`src/sv/sem_pkg.sv`:
```
package sem_pkg;

	localparam logic [3:0] MAX_RELAYS = 4'd8;

	localparam logic [2:0] REG_SWITCH_TYPE       = 3'd0;
	localparam logic [2:0] REG_SWITCH_ACTION     = 3'd1;
	localparam logic [2:0] REG_RELAY_ATTACH_MODE = 3'd2;
	localparam logic [2:0] REG_BIND_ATTACH_MODE  = 3'd3;
	localparam logic [2:0] REG_RELAY_NUMBER      = 3'd4;
	localparam logic [2:0] REG_RELAY_TOTAL       = 3'd5;
	localparam logic [2:0] REG_INDICATOR_PRESENT = 3'd6;
	localparam logic [2:0] REG_MOVE_RATE         = 3'd7;

	localparam logic [1:0] SW_TOGGLE = 2'd0;

	localparam logic [2:0] ACT_ON_OFF     = 3'd0;
	localparam logic [2:0] ACT_OFF_ON     = 3'd1;
	localparam logic [2:0] ACT_TOGGLE     = 3'd2;
	localparam logic [2:0] ACT_SMART_SYNC = 3'd3;
	localparam logic [2:0] ACT_SMART_OPP  = 3'd4;

	localparam logic [1:0] RA_DETACHED = 2'd0;
	localparam logic [1:0] RA_PRESS    = 2'd1;
	localparam logic [1:0] RA_RELEASE  = 2'd2;
	localparam logic [1:0] RA_HOLD     = 2'd3;

	localparam logic [1:0] BA_PRESS   = 2'd0;
	localparam logic [1:0] BA_RELEASE = 2'd1;
	localparam logic [1:0] BA_HOLD    = 2'd2;

	localparam logic [1:0] EV_PRESS   = 2'd0;
	localparam logic [1:0] EV_RELEASE = 2'd1;
	localparam logic [1:0] EV_HOLD    = 2'd2;

	localparam logic [1:0] KIND_ON     = 2'd0;
	localparam logic [1:0] KIND_OFF    = 2'd1;
	localparam logic [1:0] KIND_TOGGLE = 2'd2;

	localparam logic [1:0] LVL_NONE = 2'd0;
	localparam logic [1:0] LVL_MOVE = 2'd1;
	localparam logic [1:0] LVL_STOP = 2'd2;

	localparam logic [2:0] POS_RELEASED = 3'd0;
	localparam logic [2:0] POS_PRESSED  = 3'd1;
	localparam logic [2:0] POS_LONG     = 3'd2;
	localparam logic [2:0] POS_ON       = 3'd3;
	localparam logic [2:0] POS_OFF      = 3'd4;

	typedef struct packed {
		logic [1:0] switch_type;
		logic [2:0] switch_action;
		logic [1:0] relay_attach_mode;
		logic [1:0] bind_attach_mode;
		logic [3:0] relay_number;
		logic [3:0] relay_total;
		logic       indicator_present;
		logic [7:0] move_rate;
	} cfg_t;

	typedef struct packed {
		logic [1:0] mode;
		logic       net_joined;
		logic       relay_on_now;
		logic       led_idle;
	} item_t;

	typedef struct packed {
		logic [2:0] position;
		logic       next_dir;
	} state_t;

	typedef struct packed {
		logic       relay_req_valid;
		logic [1:0] relay_req_kind;
		logic       relay_req_source;
		logic [2:0] relay_req_id;
		logic       bind_cmd_valid;
		logic [1:0] bind_cmd_kind;
		logic [1:0] level_cmd;
		logic       level_dir;
		logic [7:0] level_rate_out;
		logic       flash_req;
		logic [2:0] position_value;
	} result_t;

endpackage

```
`src/sv/sem_cfg.sv`:
```
module sem_cfg (
	input  logic              clk,
	input  logic              arst_n,
	input  logic              cfg_valid,
	output logic              cfg_ready,
	input  logic [2:0]        cfg_index,
	input  logic [7:0]        cfg_data,
	output sem_pkg::cfg_t     cfg
);

	sem_pkg::cfg_t cfg_q;

	assign cfg_ready = 1'b1;
	assign cfg       = cfg_q;

	always_ff @(posedge clk or negedge arst_n) begin
		if (!arst_n) begin
			cfg_q <= '0;
		end else if (cfg_valid) begin
			case (cfg_index)
				sem_pkg::REG_SWITCH_TYPE: begin
					cfg_q.switch_type <= cfg_data[1:0];
				end
				sem_pkg::REG_SWITCH_ACTION: begin
					cfg_q.switch_action <= cfg_data[2:0];
				end
				sem_pkg::REG_RELAY_ATTACH_MODE: begin
					cfg_q.relay_attach_mode <= cfg_data[1:0];
				end
				sem_pkg::REG_BIND_ATTACH_MODE: begin
					cfg_q.bind_attach_mode <= cfg_data[1:0];
				end
				sem_pkg::REG_RELAY_NUMBER: begin
					cfg_q.relay_number <= cfg_data[3:0];
				end
				sem_pkg::REG_RELAY_TOTAL: begin
					cfg_q.relay_total <= cfg_data[3:0];
				end
				sem_pkg::REG_INDICATOR_PRESENT: begin
					cfg_q.indicator_present <= cfg_data[0];
				end
				sem_pkg::REG_MOVE_RATE: begin
					cfg_q.move_rate <= cfg_data;
				end
				default: begin
					cfg_q <= cfg_q;
				end
			endcase
		end
	end

endmodule

```
`src/sv/sem_decide.sv`:
```
module sem_decide (
	input  sem_pkg::cfg_t    cfg,
	input  sem_pkg::item_t   item,
	input  sem_pkg::state_t  state,
	output sem_pkg::result_t res,
	output sem_pkg::state_t  state_next
);

	logic       relay_ok;
	logic       attached;
	logic       flash_ok;
	logic       toggle_sw;
	logic       do_relay;
	logic       do_bind;
	logic       second;
	logic       rk_has;
	logic [1:0] rk;
	logic       bk_has;
	logic [1:0] bk;
	logic       r_valid;
	logic [1:0] r_kind;
	logic       r_src;

	assign relay_ok = (cfg.relay_number != 4'd0) && (cfg.relay_number <= cfg.relay_total) &&
		(cfg.relay_number <= sem_pkg::MAX_RELAYS);
	assign attached  = (cfg.relay_attach_mode != sem_pkg::RA_DETACHED) && relay_ok;
	assign flash_ok  = cfg.indicator_present && !attached && item.led_idle;
	assign toggle_sw = (cfg.switch_type == sem_pkg::SW_TOGGLE);

	always_comb begin
		state_next         = state;
		res                = '0;
		do_relay           = 1'b0;
		do_bind            = 1'b0;
		second             = 1'b0;
		r_valid            = 1'b0;
		r_kind             = sem_pkg::KIND_ON;
		r_src              = 1'b0;
		case (item.mode)
			sem_pkg::EV_PRESS: begin
				res.flash_req = flash_ok;
				if (toggle_sw) begin
					do_relay            = (cfg.relay_attach_mode != sem_pkg::RA_DETACHED);
					do_bind             = 1'b1;
					state_next.position = sem_pkg::POS_ON;
				end else begin
					do_relay            = (cfg.relay_attach_mode == sem_pkg::RA_PRESS);
					do_bind             = (cfg.bind_attach_mode == sem_pkg::BA_PRESS);
					state_next.position = sem_pkg::POS_PRESSED;
				end
			end
			sem_pkg::EV_RELEASE: begin
				if (toggle_sw) begin
					res.flash_req       = flash_ok;
					do_relay            = (cfg.relay_attach_mode != sem_pkg::RA_DETACHED);
					do_bind             = 1'b1;
					second              = 1'b1;
					state_next.position = sem_pkg::POS_OFF;
				end else begin
					if (state.position != sem_pkg::POS_LONG) begin
						do_relay = (cfg.relay_attach_mode == sem_pkg::RA_RELEASE);
						do_bind  = (cfg.bind_attach_mode == sem_pkg::BA_RELEASE);
					end else if (item.net_joined) begin
						res.level_cmd = sem_pkg::LVL_STOP;
					end
					state_next.position = sem_pkg::POS_RELEASED;
				end
			end
			sem_pkg::EV_HOLD: begin
				if (!toggle_sw) begin
					if ((cfg.relay_attach_mode == sem_pkg::RA_HOLD) && relay_ok) begin
						r_valid = 1'b1;
						r_kind  = sem_pkg::KIND_TOGGLE;
						r_src   = 1'b1;
					end
					do_bind = (cfg.bind_attach_mode == sem_pkg::BA_HOLD);
					if (item.net_joined) begin
						res.level_cmd       = sem_pkg::LVL_MOVE;
						res.level_dir       = state.next_dir;
						res.level_rate_out  = cfg.move_rate;
						state_next.next_dir = !state.next_dir;
					end
					state_next.position = sem_pkg::POS_LONG;
				end
			end
			default: begin
				state_next = state;
			end
		endcase

		rk_has = 1'b1;
		case (cfg.switch_action)
			sem_pkg::ACT_ON_OFF: begin
				rk = second ? sem_pkg::KIND_OFF : sem_pkg::KIND_ON;
			end
			sem_pkg::ACT_OFF_ON: begin
				rk = second ? sem_pkg::KIND_ON : sem_pkg::KIND_OFF;
			end
			sem_pkg::ACT_TOGGLE, sem_pkg::ACT_SMART_SYNC, sem_pkg::ACT_SMART_OPP: begin
				rk = sem_pkg::KIND_TOGGLE;
			end
			default: begin
				rk     = sem_pkg::KIND_ON;
				rk_has = 1'b0;
			end
		endcase

		bk_has = 1'b1;
		case (cfg.switch_action)
			sem_pkg::ACT_ON_OFF: begin
				bk = second ? sem_pkg::KIND_OFF : sem_pkg::KIND_ON;
			end
			sem_pkg::ACT_OFF_ON: begin
				bk = second ? sem_pkg::KIND_ON : sem_pkg::KIND_OFF;
			end
			sem_pkg::ACT_TOGGLE: begin
				bk = sem_pkg::KIND_TOGGLE;
			end
			sem_pkg::ACT_SMART_SYNC: begin
				if (!relay_ok) begin
					bk = sem_pkg::KIND_TOGGLE;
				end else begin
					bk = item.relay_on_now ? sem_pkg::KIND_ON : sem_pkg::KIND_OFF;
				end
			end
			sem_pkg::ACT_SMART_OPP: begin
				if (!relay_ok) begin
					bk = sem_pkg::KIND_TOGGLE;
				end else begin
					bk = item.relay_on_now ? sem_pkg::KIND_OFF : sem_pkg::KIND_ON;
				end
			end
			default: begin
				bk     = sem_pkg::KIND_ON;
				bk_has = 1'b0;
			end
		endcase

		if (do_relay && relay_ok && rk_has) begin
			r_valid = 1'b1;
			r_kind  = rk;
			r_src   = 1'b0;
		end
		if (do_bind && item.net_joined && bk_has) begin
			res.bind_cmd_valid = 1'b1;
			res.bind_cmd_kind  = bk;
		end

		res.relay_req_valid = r_valid;
		if (r_valid) begin
			res.relay_req_kind   = r_kind;
			res.relay_req_source = r_src;
			res.relay_req_id     = 3'(cfg.relay_number - 4'd1);
		end
		res.position_value = state_next.position;
	end

endmodule

```
`src/sv/switch_event_action_mapper.sv`:
```
// Wall-switch event to action mapper.
// Input channel (in_valid/in_ready) takes one switch event per item: press,
// release or hold start, with the network-joined flag, the relay state and
// the indicator-idle flag. The output channel (out_valid/out_ready) gives one
// result item per input item, in order, with the relay request, bound-device
// command, level move or stop, flash request and the new switch position.
// The configuration channel (cfg_valid/cfg_ready) writes one register per
// item and is always ready; write it only while no item is in flight.
// An accepted item is captured in the input register, is decided in a single
// pass and is captured in the result register that drives the outputs; the
// block takes one item per cycle while out_ready stays high.
// The switch position and the move direction update as the item leaves the
// input register. When the receiver stalls, the result register holds and
// the input register fills; in_ready then drops until out_ready returns.
// Reset clears the configuration and both valid flags, sets the position to
// released and the move direction to 0, and so empties both pipeline stages.
module switch_event_action_mapper (
	input  logic       clk,
	input  logic       arst_n,
	input  logic       cfg_valid,
	output logic       cfg_ready,
	input  logic [2:0] cfg_index,
	input  logic [7:0] cfg_data,
	input  logic       in_valid,
	output logic       in_ready,
	input  logic [1:0] mode,
	input  logic       net_joined,
	input  logic       relay_on_now,
	input  logic       led_idle,
	output logic       out_valid,
	input  logic       out_ready,
	output logic       relay_req_valid,
	output logic [1:0] relay_req_kind,
	output logic       relay_req_source,
	output logic [2:0] relay_req_id,
	output logic       bind_cmd_valid,
	output logic [1:0] bind_cmd_kind,
	output logic [1:0] level_cmd,
	output logic       level_dir,
	output logic [7:0] level_rate_out,
	output logic       flash_req,
	output logic [2:0] position_value
);

	sem_pkg::cfg_t    cfg;
	sem_pkg::item_t   item_s1;
	logic             valid_s1;
	sem_pkg::result_t res_s2;
	logic             valid_s2;
	sem_pkg::state_t  state_q;
	sem_pkg::state_t  state_next;
	sem_pkg::result_t res_next;
	logic             adv_s1;
	logic             take_in;

	sem_cfg u_cfg (
		.clk       (clk),
		.arst_n    (arst_n),
		.cfg_valid (cfg_valid),
		.cfg_ready (cfg_ready),
		.cfg_index (cfg_index),
		.cfg_data  (cfg_data),
		.cfg       (cfg)
	);

	sem_decide u_decide (
		.cfg        (cfg),
		.item       (item_s1),
		.state      (state_q),
		.res        (res_next),
		.state_next (state_next)
	);

	assign adv_s1   = valid_s1 && (!valid_s2 || out_ready);
	assign in_ready = !valid_s1 || adv_s1;
	assign take_in  = in_valid && in_ready;

	always_ff @(posedge clk or negedge arst_n) begin
		if (!arst_n) begin
			valid_s1 <= 1'b0;
			valid_s2 <= 1'b0;
			state_q  <= '{position: sem_pkg::POS_RELEASED, next_dir: 1'b0};
		end else begin
			if (take_in) begin
				valid_s1 <= 1'b1;
			end else if (adv_s1) begin
				valid_s1 <= 1'b0;
			end
			if (adv_s1) begin
				valid_s2 <= 1'b1;
				state_q  <= state_next;
			end else if (out_ready) begin
				valid_s2 <= 1'b0;
			end
		end
	end

	always_ff @(posedge clk) begin
		if (take_in) begin
			item_s1 <= '{mode: mode, net_joined: net_joined,
				relay_on_now: relay_on_now, led_idle: led_idle};
		end
		if (adv_s1) begin
			res_s2 <= res_next;
		end
	end

	assign out_valid        = valid_s2;
	assign relay_req_valid  = res_s2.relay_req_valid;
	assign relay_req_kind   = res_s2.relay_req_kind;
	assign relay_req_source = res_s2.relay_req_source;
	assign relay_req_id     = res_s2.relay_req_id;
	assign bind_cmd_valid   = res_s2.bind_cmd_valid;
	assign bind_cmd_kind    = res_s2.bind_cmd_kind;
	assign level_cmd        = res_s2.level_cmd;
	assign level_dir        = res_s2.level_dir;
	assign level_rate_out   = res_s2.level_rate_out;
	assign flash_req        = res_s2.flash_req;
	assign position_value   = res_s2.position_value;

endmodule

```
`config.mk`:
```
export PLATFORM = sky130hd
export DESIGN_NAME = switch_event_action_mapper
export DESIGN_NICKNAME = d
export VERILOG_FILES = /design/src/sv/sem_pkg.sv /design/src/sv/sem_cfg.sv /design/src/sv/sem_decide.sv /design/src/sv/switch_event_action_mapper.sv
export SDC_FILE = /design/constraint.sdc
export NUM_CORES = 1
export LEC_CHECK = 0
export BUFFER_PORTS_ARGS = -buffer_cell sky130_fd_sc_hd__buf_2
export CORE_MARGIN = 5
export CORE_UTILIZATION = 44
export DETAILED_ROUTE_END_ITERATION = 10
export PLACE_DENSITY = 0.71
export SYNTH_ARGS = -nofsm -noshare
export SYNTH_HDL_FRONTEND = slang
export SYNTH_HIERARCHICAL = 1
export SYNTH_SLANG_ARGS = --single-unit
```
`constraint.sdc`:
```
create_clock -name clk -period 2.1 [get_ports clk]
set_clock_uncertainty 0.05 [all_clocks]
set_input_delay 0.315 -clock clk [delete_from_list [all_inputs] [get_ports clk]]
set_output_delay 0.315 -clock clk [all_outputs]
set_load 0.02 [all_outputs]
```
==> impl_results.md <==
* Status: finished with violations
* Violations in the final reports: hold timing
* Crit. End Element: flop
* Post-synth EDFFs at 30
* Final WS setup at approximately 0.14 ns
* Gate Count Post-Synth at roughly 220
* Nets at 303
* Synth async-reset ratio at about half
* Initial Util at between 40% and 50%
* Top cell type's share of synthesized area at 30.08%
* Critical path, cell by cell: inv_1 > ha_1 > o32ai_1 > a41oi_1 > o32ai_1 > nand4_1 > a21oi_1
* WL/cell at 15.64 um
* Area grow syn2layout at 16.71%
* Cts hold-fix bufs at 0
* DRC viols at 0
* Die area at 8558 um2
* Port Buffer Count at between 40 and 50
* Initial DRC count at 66
* Total GRT Usage at about 15%
* CP delay by family, top: compound AO/OA/AOI/OAI gates
* Die X at 92.51 um
* Max Cap Viol at 0
* Vias at 1844
* Grt total ovfl at 0
* I/O pin count at 49
* Final core occ at 52.03%
* Clk sinks at between 60 and 70
* Layout cell share with drive strength beyond 1 at 41.30%
* Cell taking the most area after synthesis: edfxtp_1
* Post CTS Setup Buffer Count at 0
* Worst setup SP type: flop
* Clock Pin Slew Worst Setup and Hold Paths at roughly 0.07 ns
* Synth Cell Area at ~3000 um2
* Total negative setup slack at 0 ns
* WP data required at 2.22 ns
* PD cells at 986.9 nW/um2
* CP peak stage delay at 0.38 ns
* Largest net degree at the start of global routing at 33
* TritonCTS clock tree: built
* Total core area at 6719 um2
* Leakage power at 1.515 nW
* Hold Path Class: in -> async
* Yosys reg bits at 62
* Syn Area/Cell at approximately 14 um2
* CTS buffer count at 9
* Fmax at just over 0.5 GHz
* Top post-synthesis cells by area: edfxtp_1 30%, dfrtp_1 27%, mux2_2 10%
* Clk buf depth at 2
* Buf/Inv on CP at 1
* Clock Tree Root: clkbuf_8
* Hold slack at -0.007687 ns
* Vias per cell at 5.180
* Rel. slew slack at 51.31%
* Die Ht at 92.51 um
* Syn Nets at 251
* Internal power component at 2.443 mW
* Antenna Nets Post-Route at 0
* Reg power frac at 46.7%
* Slowest CP cell: edfxtp_1
* Post-CTS sizing at 0
* Logic pwr share at 24.1%
* HPWL Detailed at 4.013 mm
* H-Tree Depth at 3
* Cell count after placement at 340
* Max VDD drop at 0.3610 mV
* Diodes inserted at 0
* Net Switching at 1.007 mW
* First-pass GRT wire length at 9.591 mm
* CP max FO at 8
* TritonRoute pass-1 iters at 4
* Unique cell type count in the Yosys netlist at 50
* Crit path DAT at approximately 2.1 ns
* Synthesis Warnings at 6
* Clock power share at 29.2%
* Final Wtd Congestion at between 0.8 and 0.9
* Pins Over Slew Limit at 0
* Crit share post-route at 93.20%
* Clk Latency, worst-skew pair at 0.33 ns
* Worst path most repeated cell: o32ai_1
* Critical path class: reg -> reg
* Sequential area share after synthesis at a little under three fifths
* Initial antenna violation count at 0
* Sw Ratio at 29.20%
* Pre-CTS WS at 0.1631 ns
* Final min period at 1.957 ns
* Finished Layout Cells at 356
* Top FF cell, synth: dfrtp_1
* Slew @ Worst Pin at 0.7303 ns
* # rows at 30
* Final setup viols at 0
* Hold Violations, Final at 20
* Final wirelength at 5.568 mm
* Via count of the first global-routing pass at 1935
* RSZ-0062 raised after global routing: no
per-layer routing:
layer | GRT usage [%] | wire, um | up-vias
li1 | - | - | 892
met1 | 19.25 | 2546 | 890
met2 | 22.30 | 2561 | 52
met3 | 3.249 | 293 | 10
met4 | 8.663 | 167 | 0
met5 | 0 | 0 | -
final cells by class:
class	count	area [um2]
fillers	571	3223
flip-flops and latches	62	1702
multi-input cells	134	1179
repair buffers	49	262.8
clock buffers	13	180.2
well taps	80	100.1
inverters	15	56.30
clock inverters	3	16.27
per-stage QoR:
stage / instance area (um2) / power (mW) / hold slack (ns)
after CTS: 3496 / 3.490 / 0.009892
after floorplan: 2995 / 2.267 / -0.03059
after detailed placement: 3299 / 2.469 / 0.3735
after global placement: 3299 / 2.453 / 0.3672
final: 3496 / 3.450 / -0.007687
after global routing: 3496 / 3.660 / 0.04225
cells by family (layout without fill, tap and decap cells):
kind of cell | Yosys count | in the layout | synth area share, %
other cells | 1 | 1 | 0.1252
buf+inv | 23 | 80 | 3.843
flops | 62 | 62 | 56.81
mux | 31 | 31 | 12.16
fa+ha+maj | 11 | 11 | 4.595
xor+xnor | 3 | 3 | 0.8774
compound gates | 26 | 26 | 6.976
simple gates | 62 | 62 | 14.62
cells in the final DEF (no fill, tap or decap), types with 2 or more instances in the layout:
cell type / instances
buf_2: 47
dfrtp_1: 32
edfxtp_1: 30
mux2_2: 27
inv_1: 14
clkbuf_8: 11
ha_1: 11
nand2_1: 10
and2_1: 9
nor2_1: 9
o21ai_0: 7
a21oi_1: 5
mux2_4: 4
and4bb_2: 3
nand4b_1: 3
nand4_1: 3
xnor2_1: 3
nand2_4: 2
nand3b_1: 2
nand2b_1: 2
o21a_1: 2
nor2b_1: 2
o21ai_2: 2
and3_1: 2
o32ai_1: 2
nand3_1: 2
state kept, by name (all words and copies together) (netlist names):
signal / cells
relay_req_kind: 2
level_dir: 1
position_value: 3
u_cfg/cfg: 26
item_s1: 5
relay_req_valid: 1
relay_req_id: 3
bind_cmd_valid: 1
level_rate_out: 8
valid_s1: 1
state_q: 4
out_valid: 1
bind_cmd_kind: 2
level_cmd: 2
relay_req_source: 1
flash_req: 1
power groups by stage:
| stage | Sequential (mW) | Combinational, mW | Clock, mW |
|---|---|---|---|
| floorplan | 1.67 | 0.600 | 0 |
| global placement | 1.63 | 0.819 | 0 |
| detailed placement | 1.64 | 0.832 | 0 |
| CTS | 1.61 | 0.838 | 1.04 |
| global route | 1.64 | 0.915 | 1.10 |
| finish | 1.61 | 0.831 | 1.01 |
synthesized netlist by cell type (2+ instances only):
cell / n
ha_1: 11
mux2_2: 27
inv_1: 14
nor2_1: 9
o21a_1: 2
o21ai_2: 2
edfxtp_1: 30
a21oi_1: 5
and3_1: 2
o32ai_1: 2
xnor2_1: 3
buf_4: 5
and2_1: 9
nand2_4: 2
mux2_4: 4
nand4b_1: 3
nor2b_1: 2
and4bb_2: 3
nand2_1: 10
clkbuf_2: 2
nand4_1: 3
nand2b_1: 2
nand3_1: 2
nand3b_1: 2
dfrtp_1: 32
o21ai_0: 7
worst register-to-register path, cell delays in order, from the launching register on:
cell and delay [ns]:
edfxtp_1 0.38, inv_1 0.08, ha_1 0.30, o32ai_1 0.37, a41oi_1 0.09, o32ai_1 0.16, nand4_1 0.19, a21oi_1 0.18
path summary, 6_finish.rpt:
path	from	end	slack [ns]	depth (start not counted)
worst max-delay path	item_s1[4]$_DFFE_PP_	bind_cmd_kind[1]$_DFFE_PP_	0.14	7
max in group asynchronous	arst_n	out_valid$_DFFE_PN0P_	1.54	1
worst min register to register	u_cfg/cfg[4]$_DFFE_PN0P_	u_cfg/cfg[4]$_DFFE_PN0P_	0.45	1
worst min-delay path	arst_n	u_cfg/cfg[14]$_DFFE_PN0P_	-0.008	1
worst max register to register	item_s1[4]$_DFFE_PP_	bind_cmd_kind[1]$_DFFE_PP_	0.14	7
min in group clk	led_idle	item_s1[0]$_DFFE_PP_	0.10	1
Power figures use the tool's default switching activity.
